--- config.mk ---
export PLATFORM = sky130hd
export DESIGN_NAME = magic_signature_stream_scanner_core
export DESIGN_NICKNAME = d
export VERILOG_FILES = /design/src/rtl/mss_pkg.sv /design/src/rtl/magic_signature_stream_scanner_core.sv
export VERILOG_INCLUDE_DIRS = /design/src /design/src/rtl
export SDC_FILE = /design/constraint.sdc
export NUM_CORES = 2
export LEC_CHECK = 0
export ABC_AREA = 1
export BUFFER_PORTS_ARGS = -buffer_cell sky130_fd_sc_hd__buf_2
export CAP_MARGIN = 20
export CORE_ASPECT_RATIO = 0.7
export CORE_MARGIN = 8
export CORE_UTILIZATION = 45
export DETAILED_ROUTE_END_ITERATION = 16
export PLACE_DENSITY = 0.64
export SETUP_SLACK_MARGIN = 0.5
export SYNTH_ARGS = -nofsm -noshare
export SYNTH_HDL_FRONTEND = slang
export SYNTH_SLANG_ARGS = --single-unit
--- constraint.sdc ---
create_clock -name clk -period 14.3 [get_ports clk]
set_input_delay 2.86 -clock clk [delete_from_list [all_inputs] [get_ports clk]]
set_output_delay 2.86 -clock clk [all_outputs]
set_load 0.02 [all_outputs]
--- src/rtl/assert_macros.svh ---
// Assertion macros shared by the scanner RTL.
// Depends on a clock named clk and an active-low reset named rst_n in scope.
`ifndef ASSERT_MACROS_SVH
`define ASSERT_MACROS_SVH

// Check a property on every rising edge, ignore it while reset is held.
`define MSS_ASSERT(lbl, prop, msg) \
    lbl: assert property (@(posedge clk) disable iff (!rst_n) (prop)) \
        else $error(msg);

// Check a property on every rising edge, reset included.
`define MSS_ASSERT_ALWAYS(lbl, prop, msg) \
    lbl: assert property (@(posedge clk) (prop)) else $error(msg);

`endif

--- src/rtl/mss_pkg.sv ---
// Types and signature constants of the magic signature stream scanner.
// No dependencies.
package mss_pkg;

    localparam int NUM_TYPES = 7;

    typedef enum logic [2:0] {
        TYPE_PE      = 3'd0,
        TYPE_ELF     = 3'd1,
        TYPE_PDF     = 3'd2,
        TYPE_ZIP     = 3'd3,
        TYPE_JPEG    = 3'd4,
        TYPE_PNG     = 3'd5,
        TYPE_GZIP    = 3'd6,
        TYPE_UNKNOWN = 3'd7
    } sig_type_t;

    // Signatures right-aligned: the last byte of each sits in bits 7:0.
    localparam logic [63:0] SIG_VALUE [NUM_TYPES] = '{
        64'h0000_0000_0000_4D5A,
        64'h0000_0000_7F45_4C46,
        64'h0000_0000_2550_4446,
        64'h0000_0000_504B_0304,
        64'h0000_0000_00FF_D8FF,
        64'h8950_4E47_0D0A_1A0A,
        64'h0000_0000_0000_1F8B
    };

    localparam logic [63:0] SIG_MASK [NUM_TYPES] = '{
        64'h0000_0000_0000_FFFF,
        64'h0000_0000_FFFF_FFFF,
        64'h0000_0000_FFFF_FFFF,
        64'h0000_0000_FFFF_FFFF,
        64'h0000_0000_00FF_FFFF,
        64'hFFFF_FFFF_FFFF_FFFF,
        64'h0000_0000_0000_FFFF
    };

    // Signature length minus one: bytes between start and current byte.
    localparam logic [2:0] SIG_SPAN [NUM_TYPES] = '{
        3'd1, 3'd3, 3'd3, 3'd3, 3'd2, 3'd7, 3'd1
    };

endpackage

--- src/rtl/magic_signature_stream_scanner_core.sv ---
// Magic signature stream scanner: byte stream in, seven per-type reports out.
// Depends on mss_pkg and assert_macros.svh.
`include "assert_macros.svh"

// Usage
//   Slave channel s_*: one buffer byte per request in s_tdata, s_tlast on the
//   final byte of the buffer. Every byte is scanned in the cycle it is taken;
//   a new byte can be taken every cycle unless it is a final byte held off
//   as below; a single compare-and-update stage sits behind the handshake.
//   Master channel m_*: when the final byte is taken, the statistics including
//   that byte are copied into a report buffer and the scan state returns to
//   its reset values, so the next byte starts a new buffer at offset 0.
//   The buffer then issues seven reports, one per type code 0..6, with the
//   type code in m_tuser and m_tlast on the seventh. The first report is
//   valid in the cycle after the final byte is taken.
//   Non-final bytes keep flowing while reports drain. A final byte is held
//   off (s_tready low) only while an earlier buffer still has reports
//   pending, and is taken in the cycle its last report leaves.
//   When m_tready is low the current report holds; scanning goes on.
//   Reset clears the scan state, sets the header type to unknown and drops
//   any pending reports.
module magic_signature_stream_scanner_core #(
    parameter int OFFSET_BITS = 32
) (
    input  logic         clk,
    input  logic         rst_n,
    input  logic         s_tvalid,
    output logic         s_tready,
    input  logic [7:0]   s_tdata,   // [7:0] data_byte
    input  logic         s_tlast,   // end_of_buffer
    output logic         m_tvalid,
    input  logic         m_tready,
    // [31:0] hit_count, [32] seen, [64:33] first_start, [67:65] header_type,
    // [99:68] total_hits, [103:100] zero
    output logic [103:0] m_tdata,
    output logic [2:0]   m_tuser,   // [2:0] type_code
    output logic         m_tlast    // last_report
);
    import mss_pkg::*;

    localparam logic [OFFSET_BITS-1:0] POS_MAX = '1;

    // Scan state.
    logic [55:0]            window_reg;
    logic [OFFSET_BITS-1:0] pos_reg;
    logic [31:0]            cnt_reg   [NUM_TYPES];
    logic [OFFSET_BITS-1:0] first_reg [NUM_TYPES];
    logic [NUM_TYPES-1:0]   seen_reg;
    sig_type_t              hdr_reg;
    logic [31:0]            total_reg;

    // Report buffer.
    logic                   busy_reg;
    sig_type_t              idx_reg;
    logic [31:0]            snap_cnt_reg   [NUM_TYPES];
    logic [31:0]            snap_first_reg [NUM_TYPES];
    logic [NUM_TYPES-1:0]   snap_seen_reg;
    sig_type_t              snap_hdr_reg;
    logic [31:0]            snap_total_reg;

    // Updated statistics for the byte on the slave channel.
    logic [63:0]            view;
    logic [NUM_TYPES-1:0]   emb_hit;
    logic [NUM_TYPES-1:0]   hdr_hit;
    logic [31:0]            cnt_next   [NUM_TYPES];
    logic [OFFSET_BITS-1:0] first_next [NUM_TYPES];
    logic [NUM_TYPES-1:0]   seen_next;
    sig_type_t              hdr_next;
    logic [31:0]            total_next;
    logic [2:0]             emb_cnt;
    logic [32:0]            total_sum;
    logic [OFFSET_BITS-1:0] span_ext;
    logic [OFFSET_BITS-1:0] pos_next;

    logic s_fire;
    logic m_fire;
    logic rep_done;

    assign m_fire   = m_tvalid && m_tready;
    assign rep_done = m_fire && (idx_reg == TYPE_GZIP);
    // Hold off a final byte only while the report buffer is still in use.
    assign s_tready = !s_tlast || !busy_reg || rep_done;
    assign s_fire   = s_tvalid && s_tready;

    assign view = {window_reg, s_tdata};

    // Compare all seven signatures against the window and update statistics.
    always_comb
    begin
        hdr_next = hdr_reg;
        for (int t = 0; t < NUM_TYPES; t++)
        begin
            span_ext   = {{(OFFSET_BITS-3){1'b0}}, SIG_SPAN[t]};
            hdr_hit[t] = ((view & SIG_MASK[t]) == SIG_VALUE[t]) && (pos_reg == span_ext);
            emb_hit[t] = ((view & SIG_MASK[t]) == SIG_VALUE[t]) && (pos_reg > span_ext);
            if (hdr_hit[t])
            begin
                hdr_next = sig_type_t'(3'(t));
            end
            cnt_next[t] = (emb_hit[t] && (cnt_reg[t] != 32'hFFFF_FFFF))
                        ? cnt_reg[t] + 32'd1 : cnt_reg[t];
            // Record the start offset of the first embedded match only.
            first_next[t] = (emb_hit[t] && !seen_reg[t])
                          ? pos_reg - span_ext : first_reg[t];
        end
        seen_next  = seen_reg | emb_hit;
        emb_cnt    = 3'($countones(emb_hit));
        total_sum  = {1'b0, total_reg} + {30'd0, emb_cnt};
        total_next = total_sum[32] ? 32'hFFFF_FFFF : total_sum[31:0];
        // Saturate the byte position at all ones.
        pos_next   = (pos_reg == POS_MAX) ? pos_reg : pos_reg + OFFSET_BITS'(1);
    end

    // Scan state: advance on every byte, return to reset after the final one.
    always_ff @(posedge clk or negedge rst_n)
    begin
        if (!rst_n)
        begin
            window_reg <= '0;
            pos_reg    <= '0;
            seen_reg   <= '0;
            hdr_reg    <= TYPE_UNKNOWN;
            total_reg  <= '0;
            for (int t = 0; t < NUM_TYPES; t++)
            begin
                cnt_reg[t]   <= '0;
                first_reg[t] <= '0;
            end
        end
        else if (s_fire)
        begin
            if (s_tlast)
            begin
                window_reg <= '0;
                pos_reg    <= '0;
                seen_reg   <= '0;
                hdr_reg    <= TYPE_UNKNOWN;
                total_reg  <= '0;
                for (int t = 0; t < NUM_TYPES; t++)
                begin
                    cnt_reg[t]   <= '0;
                    first_reg[t] <= '0;
                end
            end
            else
            begin
                window_reg <= view[55:0];
                pos_reg    <= pos_next;
                seen_reg   <= seen_next;
                hdr_reg    <= hdr_next;
                total_reg  <= total_next;
                for (int t = 0; t < NUM_TYPES; t++)
                begin
                    cnt_reg[t]   <= cnt_next[t];
                    first_reg[t] <= first_next[t];
                end
            end
        end
    end

    // Report control: load on a final byte, step one type per report.
    always_ff @(posedge clk or negedge rst_n)
    begin
        if (!rst_n)
        begin
            busy_reg <= 1'b0;
            idx_reg  <= TYPE_PE;
        end
        else if (s_fire && s_tlast)
        begin
            busy_reg <= 1'b1;
            idx_reg  <= TYPE_PE;
        end
        else if (rep_done)
        begin
            busy_reg <= 1'b0;
        end
        else if (m_fire)
        begin
            idx_reg <= sig_type_t'(idx_reg + 3'd1);
        end
    end

    // Report payload: capture the final statistics, shift toward entry 0.
    always_ff @(posedge clk)
    begin
        if (s_fire && s_tlast)
        begin
            snap_seen_reg  <= seen_next;
            snap_hdr_reg   <= hdr_next;
            snap_total_reg <= total_next;
            for (int t = 0; t < NUM_TYPES; t++)
            begin
                snap_cnt_reg[t]   <= cnt_next[t];
                snap_first_reg[t] <= 32'(first_next[t]);
            end
        end
        else if (m_fire)
        begin
            snap_seen_reg <= {1'b0, snap_seen_reg[NUM_TYPES-1:1]};
            for (int t = 0; t < NUM_TYPES - 1; t++)
            begin
                snap_cnt_reg[t]   <= snap_cnt_reg[t+1];
                snap_first_reg[t] <= snap_first_reg[t+1];
            end
        end
    end

    assign m_tvalid = busy_reg;
    assign m_tuser  = idx_reg;
    assign m_tlast  = (idx_reg == TYPE_GZIP);
    assign m_tdata  = {4'd0, snap_total_reg, snap_hdr_reg, snap_first_reg[0],
                       snap_seen_reg[0], snap_cnt_reg[0]};

    `MSS_ASSERT(a_report_starts, (s_fire && s_tlast) |=> (m_tvalid && (m_tuser == TYPE_PE)),
        "report sequence did not start at the first type after a final byte")
    `MSS_ASSERT(a_report_steps, (m_fire && !m_tlast) |=> (m_tuser == 3'($past(m_tuser) + 3'd1)),
        "report type code did not advance by one")
    `MSS_ASSERT(a_report_ends, (rep_done && !(s_fire && s_tlast)) |=> !m_tvalid,
        "reports continued past the last type")
    `MSS_ASSERT(a_scan_cleared, (s_fire && s_tlast) |=> ((pos_reg == '0) && (total_reg == '0)),
        "scan state not cleared after a final byte")

endmodule

=== Word-level counts from Yosys, hierarchy flattened ===
Memory sizes are Yosys's and may differ from the RTL's.
Cells that the tools add are included.
W data, S select, Z words.

* Memory bits (writable): 448
* Memories kept: 2
* Word-level logic and storage cells: 186
* Bits of input ports: 13
* Register bits: 624

{| class="wikitable"
|+ Memory list
! name !! words !! width !! read ports !! clocked after memory_dff !! wr ports !! RTL line !! RTL
|-
| snap_cnt_reg || 7 || 32 || 7 || 0 || 7 || magic_signature_stream_scanner_core.sv:55 || <nowiki>logic [31:0] snap_cnt_reg [NUM_TYPES];</nowiki>
|-
| snap_first_reg || 7 || 32 || 7 || 0 || 7 || magic_signature_stream_scanner_core.sv:56 || <nowiki>logic [31:0] snap_first_reg [NUM_TYPES];</nowiki>
|}

* Magnitude comparators: 4
* Bitwise gates (word level): 13
* $add $sub $neg: 20
* Mux-type cells: 54
* Reductions and logical operators: 47
* Eq/ne operators: 22

{| class="wikitable"
|+ Operators with widths
! operator !! count
|-
| $mux W32 || 30
|-
| $mux W224 || 2
|-
| $add A32 B1 Y32 const B || 8
|-
| $ne A32 B32 Y1 const B || 7
|-
| $eq A32 B2 Y1 const B || 2
|-
| $eq A32 B31 Y1 const B || 2
|-
| $eq A64 B64 Y1 const B || 1
|-
| $gt A32 B2 Y1 const B || 2
|-
| $sub A32 B2 Y32 const B || 2
|-
| $mux W56 || 1
|-
| $add A32 B3 Y33 || 1
|-
| $mux W3 || 11
|-
| $eq A32 B1 Y1 const B || 1
|-
| $eq A32 B3 Y1 const B || 1
|-
| $eq A32 B30 Y1 const B || 1
|-
| $eq A32 B32 Y1 const B || 1
|-
| $gt A32 B1 Y1 const B || 1
|-
| $gt A32 B3 Y1 const B || 1
|-
| $logic_and A1 B1 Y1 || 32
|-
| $sub A32 B1 Y32 const B || 1
|-
| $sub A32 B3 Y32 const B || 1
|-
| $eq A24 B24 Y1 const B || 1
|-
| $mux W7 || 3
|-
| $eq A16 B13 Y1 const B || 1
|-
| 16 further kinds || 46
|}

=== Depth between registers and ports, before layout ===
* Depth after elaboration: 10
* Gate-level depth with buffers: 28
* Mapped depth without buffers: 27

=== Least setup slack after synthesis ===
Ideal clock, no wire load.

* Path type: input-to-reg
* Start: input m_tready
* End: memory snap_cnt_reg[0][0] (enable)
* Data required time: 11.442 ns
* Cell stages on the path: 9
* Setup time: 2.858 ns
* Data arrival time: 10.400 ns
* Slack: 1.042 ns
* Buffers on the path: 2
* Cells stage by stage: nand2_1 -> inv_1 -> nand2_1 -> nand3_1 -> and2_1 -> buf_2 -> nand2_1 -> clkbuf_1 -> nand2_1

{| class="wikitable"
|+ RTL lines
! what !! RTL line !! RTL
|-
| start, declared || magic_signature_stream_scanner_core.sv:32 || <nowiki>input logic m_tready,</nowiki>
|-
| end, declared || magic_signature_stream_scanner_core.sv:55 ||
|}

=== Final worst setup path ===
* Start: input s_tdata[6]
* End: register total_reg[31]

* Longest elaborated chain between the ends: 8
* Elaborated cells on any way between the ends: 23
* Those cells by class: 7 x add/sub; 7 x eq/ne; 2 x mux; 7 x reduce/logical

{| class="wikitable"
|+ Ends and longest elaborated chain
! what !! RTL line !! RTL
|-
| start, declared || magic_signature_stream_scanner_core.sv:29 || <nowiki>input logic [7:0] s_tdata,</nowiki>
|-
| $eq A64 B64 Y1, or another cell as far along || magic_signature_stream_scanner_core.sv:95 || <nowiki>emb_hit[t] = ((view & SIG_MASK[t]) == SIG_VALUE[t]) && (pos_reg > span_ext);</nowiki>
|-
| $logic_and A1 B1 Y1 || magic_signature_stream_scanner_core.sv:95 ||
|-
| $add A1 B1 Y2 (implied by the code) || magic_signature_stream_scanner_core.sv:107 || <nowiki>emb_cnt = 3'($countones(emb_hit));</nowiki>
|-
| $add A2 B1 Y3 (implied by the code) or $add A2 B2 Y3 (tied branches) || magic_signature_stream_scanner_core.sv:107 ||
|-
| $add A3 B3 Y3 (implied by the code) (*) || magic_signature_stream_scanner_core.sv:107 ||
|-
| $add A32 B3 Y33 (*) || magic_signature_stream_scanner_core.sv:108 || <nowiki>total_sum = {1'b0, total_reg} + {30'd0, emb_cnt};</nowiki>
|-
| $mux W32 (*) || magic_signature_stream_scanner_core.sv:109 || <nowiki>total_next = total_sum[32] ? 32'hFFFF_FFFF : total_sum[31:0];</nowiki>
|-
| net total_next[31] || magic_signature_stream_scanner_core.sv:69 || <nowiki>logic [31:0] total_next;</nowiki>
|-
| $mux W32 (*) || magic_signature_stream_scanner_core.sv:132 || <nowiki>if (s_tlast)</nowiki>
|-
| end signal, assigned || magic_signature_stream_scanner_core.sv:151 || <nowiki>total_reg <= total_next;</nowiki>
|-
| end, declared || magic_signature_stream_scanner_core.sv:50 || <nowiki>logic [31:0] total_reg;</nowiki>
|}

Mark *: on every way through the listed nets, which the timed path passes. The rest lies on a longest branch.
A chain may end at the register's enable or synchronous reset.

==> impl_metrics.py <==
metrics = {
    "clocking": {
        "clk_latency_ps": 770,
        "cts_tree": "yes",
        "cts_hold_buf": 0,
        "clk_transition_reported_paths_ps": 60,
        "clock_sinks": 1072,
        "clock_tree.root_cell": "clkbuf_16",
        "cts_inserted_buffers": 109,
        "postCtsSetupBuffers": 0,
        "clk_path_buf_depth": 3,
        "cts.htree.levels": 3,
        "cts-resized-gates": 0,
    },
    "layout": {
        "flow.area_growth_from_synthesis_pct": 8.401,
        "postLayoutCellArea_mm2": 0.06398,
        "highest_count_cells_in_the_layout_ignoring_fill_and_taps": "2784 x nand2_1, 904 x nand3_1, 581 x inv_1, 579 x dfrtp_1, 490 x edfxtp_1",
        "final_layout_size_suffix_gt1_frac": 0.06769,
        "layout_commonest_cell": "nand2_1",
        "design.final.nets": 7421,
    },
    "sta": {
        "setup-tns-final_ps": 0,
        "clock-skew-final_ps": 64.14,
        "setup_viol": 0,
        "timing_worst_slew_pin_value_ps": 1229,
        "slew_violations": 0,
        "unrepaired_setup_endpoints_after_global_routing": "no",
        "fin_ws_ps": 6641,
        "final_min_period_over_clock_period": 0.5356,
        "timing.max_slew.rel_slack": 0.1805,
        "fmax_mhz": 130.6,
        "finalCriticalPeriod_ps": 7659,
        "hold_viol": 0,
    },
    "critical_path": {
        "worst_ep_required_time_ps": 14960,
        "worst_ep_arrival_time_ps": 8320,
        "cp_max_fo": 19,
        "criticalPathCategory": "input pin to flop",
        "crit_path_top_delay_cell": "nand4_1",
        "rr_worst_depth": 25,
        "critPathLaunch": "s_tdata[6]",
        "timing.critical_path.to_type": "flop",
        "timing.critical_path.cells": "buf_2, inv_1, nor2_1, nand4_1, nor3_1, nand2_1, fa_1, inv_1, fa_1, inv_1, fa_1, inv_1, ha_1, fa_1, nand3_1, nand2_1, nand3_1, nor3_1, nand4_1, buf_4, nand3_1, nand2_1, o21ai_0",
        "crit_path_end": "total_reg[31]",
        "timing.critical_path.from_type": "input pin",
        "critical_path.reg2reg.startpoint": "pos_reg[1]",
        "worst_r2r_endpoint": "total_reg[31]",
        "critPathMaxStageDelay_ps": 620,
        "ff2ff_setup_slack_ps": 7260,
    },
    "route": {
        "detail_route.first_pass.iterations": 8,
        "detail_route.wirelength_um": 194100,
        "avgViaCountPerCell": 5.565,
        "routedWlPerCell_um": 21.03,
        "detail_route.iter0.violations": 5965,
        "vias": 51370,
        "drc": 0,
        "ant_nets": 0,
    },
    "flow_run": {
        "timing.max_cap.violations": 0,
    },
    "logic_synthesis": {
        "synth-seq-area-share": 0.4961,
        "syn_area_mm2": 0.05902,
        "synth_seq_cells": 1072,
        "postSynthAreaPerCell_um2": 7.863,
        "synth-edff-count": 490,
        "synthFlopType": "dfrtp_1",
        "synth_instances": 7506,
        "synth.lib_cells_used.distinct": 52,
        "yosys_warns": 0,
        "postSynth.asyncResetShare": 0.5429,
    },
    "global_routing": {
        "global_route.overflow_total": 0,
        "grt_resource_usage_total": 0.2620,
        "maximum_number_of_pins_on_one_net_before_global_route_repair": 159,
        "grt_first_pass_wirelength_um": 297300,
        "grt_antenna_before_repair": 10,
        "grt_pass1_vias": 47260,
    },
    "pwr": {
        "power.ir.vdd_worst_mv": 0.1195,
        "power_leakage_nw": 29.14,
        "power_per_cell_area_mw_per_mm2": 140.1,
    },
    "floorplan": {
        "io-pin-count": 123,
        "floorplan.die.height_um": 319.0,
        "dieArea_mm2": 0.1432,
        "starting_utilization_of_the_core_area": 0.4521,
        "die_x_um": 448.9,
        "core_area_mm2": 0.1306,
        "row_count": 111,
    },
    "placement": {
        "gp_routability_congestion": 0.9582,
        "placed_cell_area_mm2": 0.06028,
        "detailedPlacementHpwl_um": 132800,
        "port-buffer-count": 118,
        "post-place-ws_ps": 5923,
    },
    "hold_path": {
        "min_path_type": "flop to flop",
    },
    "status": {
        "status": "completed",
    },
}
==> kinds of logic after synthesis <==
logic type,share of synthesized area
simple gates,0.3294
buf+inv,0.07462
xor+xnor,0.04719
compound gates,0.04617
other cells,0.00006354
fa+ha+maj,0.006445
flops,0.4961
==> worst min path at each step <==
stage | start | end | slack [ps] | depth (start not counted)
after floorplan | first_reg[192] | first_reg[192] | 440 | 2
after global placement | first_reg[196] | first_reg[196] | 450 | 2
after detailed placement | first_reg[208] | first_reg[208] | 460 | 2
after CTS | first_reg[208] | first_reg[208] | 470 | 2
after global routing | first_reg[162] | first_reg[162] | 490 | 2
final | snap_first_reg[0][37] | snap_first_reg[0][5] | 470 | 2
==> metal layers <==
| layer | track usage | routed length [um] | vias to the layer above |
|---|---|---|---|
| li1 | - | - | 24110 |
| met1 | 0.4253 | 93970 | 24660 |
| met2 | 0.3498 | 76600 | 2362 |
| met3 | 0.05448 | 19040 | 233 |
| met4 | 0.06182 | 4417 | 8 |
| met5 | 0 | 61 | - |
==> cell type report <==
type	instances	area, um^2
inverter	597	2260
antenna	5	12.51
tap	1751	2191
sequential	1072	29280
multi-input combinational	5420	25420
timing repair buffer	180	1156
fill	12640	66570
clock buffer	140	2935
clock inverter	66	728.2
==> worst max-delay path, delay by kind of cell <==
kind | cells | cell delay, ps
buffers and inverters | 6 | 900
AOI/OAI and AO/OA | 1 | 110
adders and majority gates | 5 | 1870
and+or+nand+nor | 11 | 2570
==> power by group <==
group	internal (W)	leakage, nW	switching, W
combinational	0.000380	14.3	0.00164
sequential	0.00376	13.1	0.000201
clock	0.00165	1.78	0.00133
total	0.00579	29.1	0.00317
==> metrics by stage <==
step	util	power [W]	std cells	hold slack [ps]
3_3_place_gp	0.4615	0.005999	9018	453.7
2_1_floorplan	-	0.005275	7509	441.7
4_1_cts	0.4898	0.008975	9225	474.5
6_report	0.4901	0.008963	9231	466.4
5_1_grt	0.4900	0.009296	9228	488.7
3_5_place_dp	0.4617	0.005998	9019	457.5
==> cells in the mapped netlist, types with 6 or more instances <==
cell         n  area, um^2
o31ai_1      9       67.56
nand2_1   2787       10460
nor3_1     206        1031
o22ai_1     56       350.3
and2_1      10       62.56
nand3_2     11       110.1
inv_1      582        2185
o21ai_1     53       265.3
buf_4       80       600.6
nand3_1    904        4524
nand4_1    116       725.7
or2_2       52       325.3
nand2_2      9       56.30
nand3b_1    15       112.6
xnor2_1     13       113.9
dfrtp_1    579       14490
nor3b_1      7       52.55
inv_2        8       30.03
clkbuf_1   157       589.3
o21a_1      15       112.6
nor2_2      14       87.58
o21ai_2     26       227.7
edfxtp_1   490       14710
a21oi_1     17       85.08
o21ai_0    299        1496
a21boi_0     6       45.04
clkinv_1     7       26.28
buf_2      157       785.8
buf_1       14       52.55
nor2_1     403        1513
nor2_4       9       101.4
buf_6       12       135.1
nor4_1      22       137.6
ha_1        24       300.3
xor2_1     305        2671
Power figures use the tool's default switching activity.
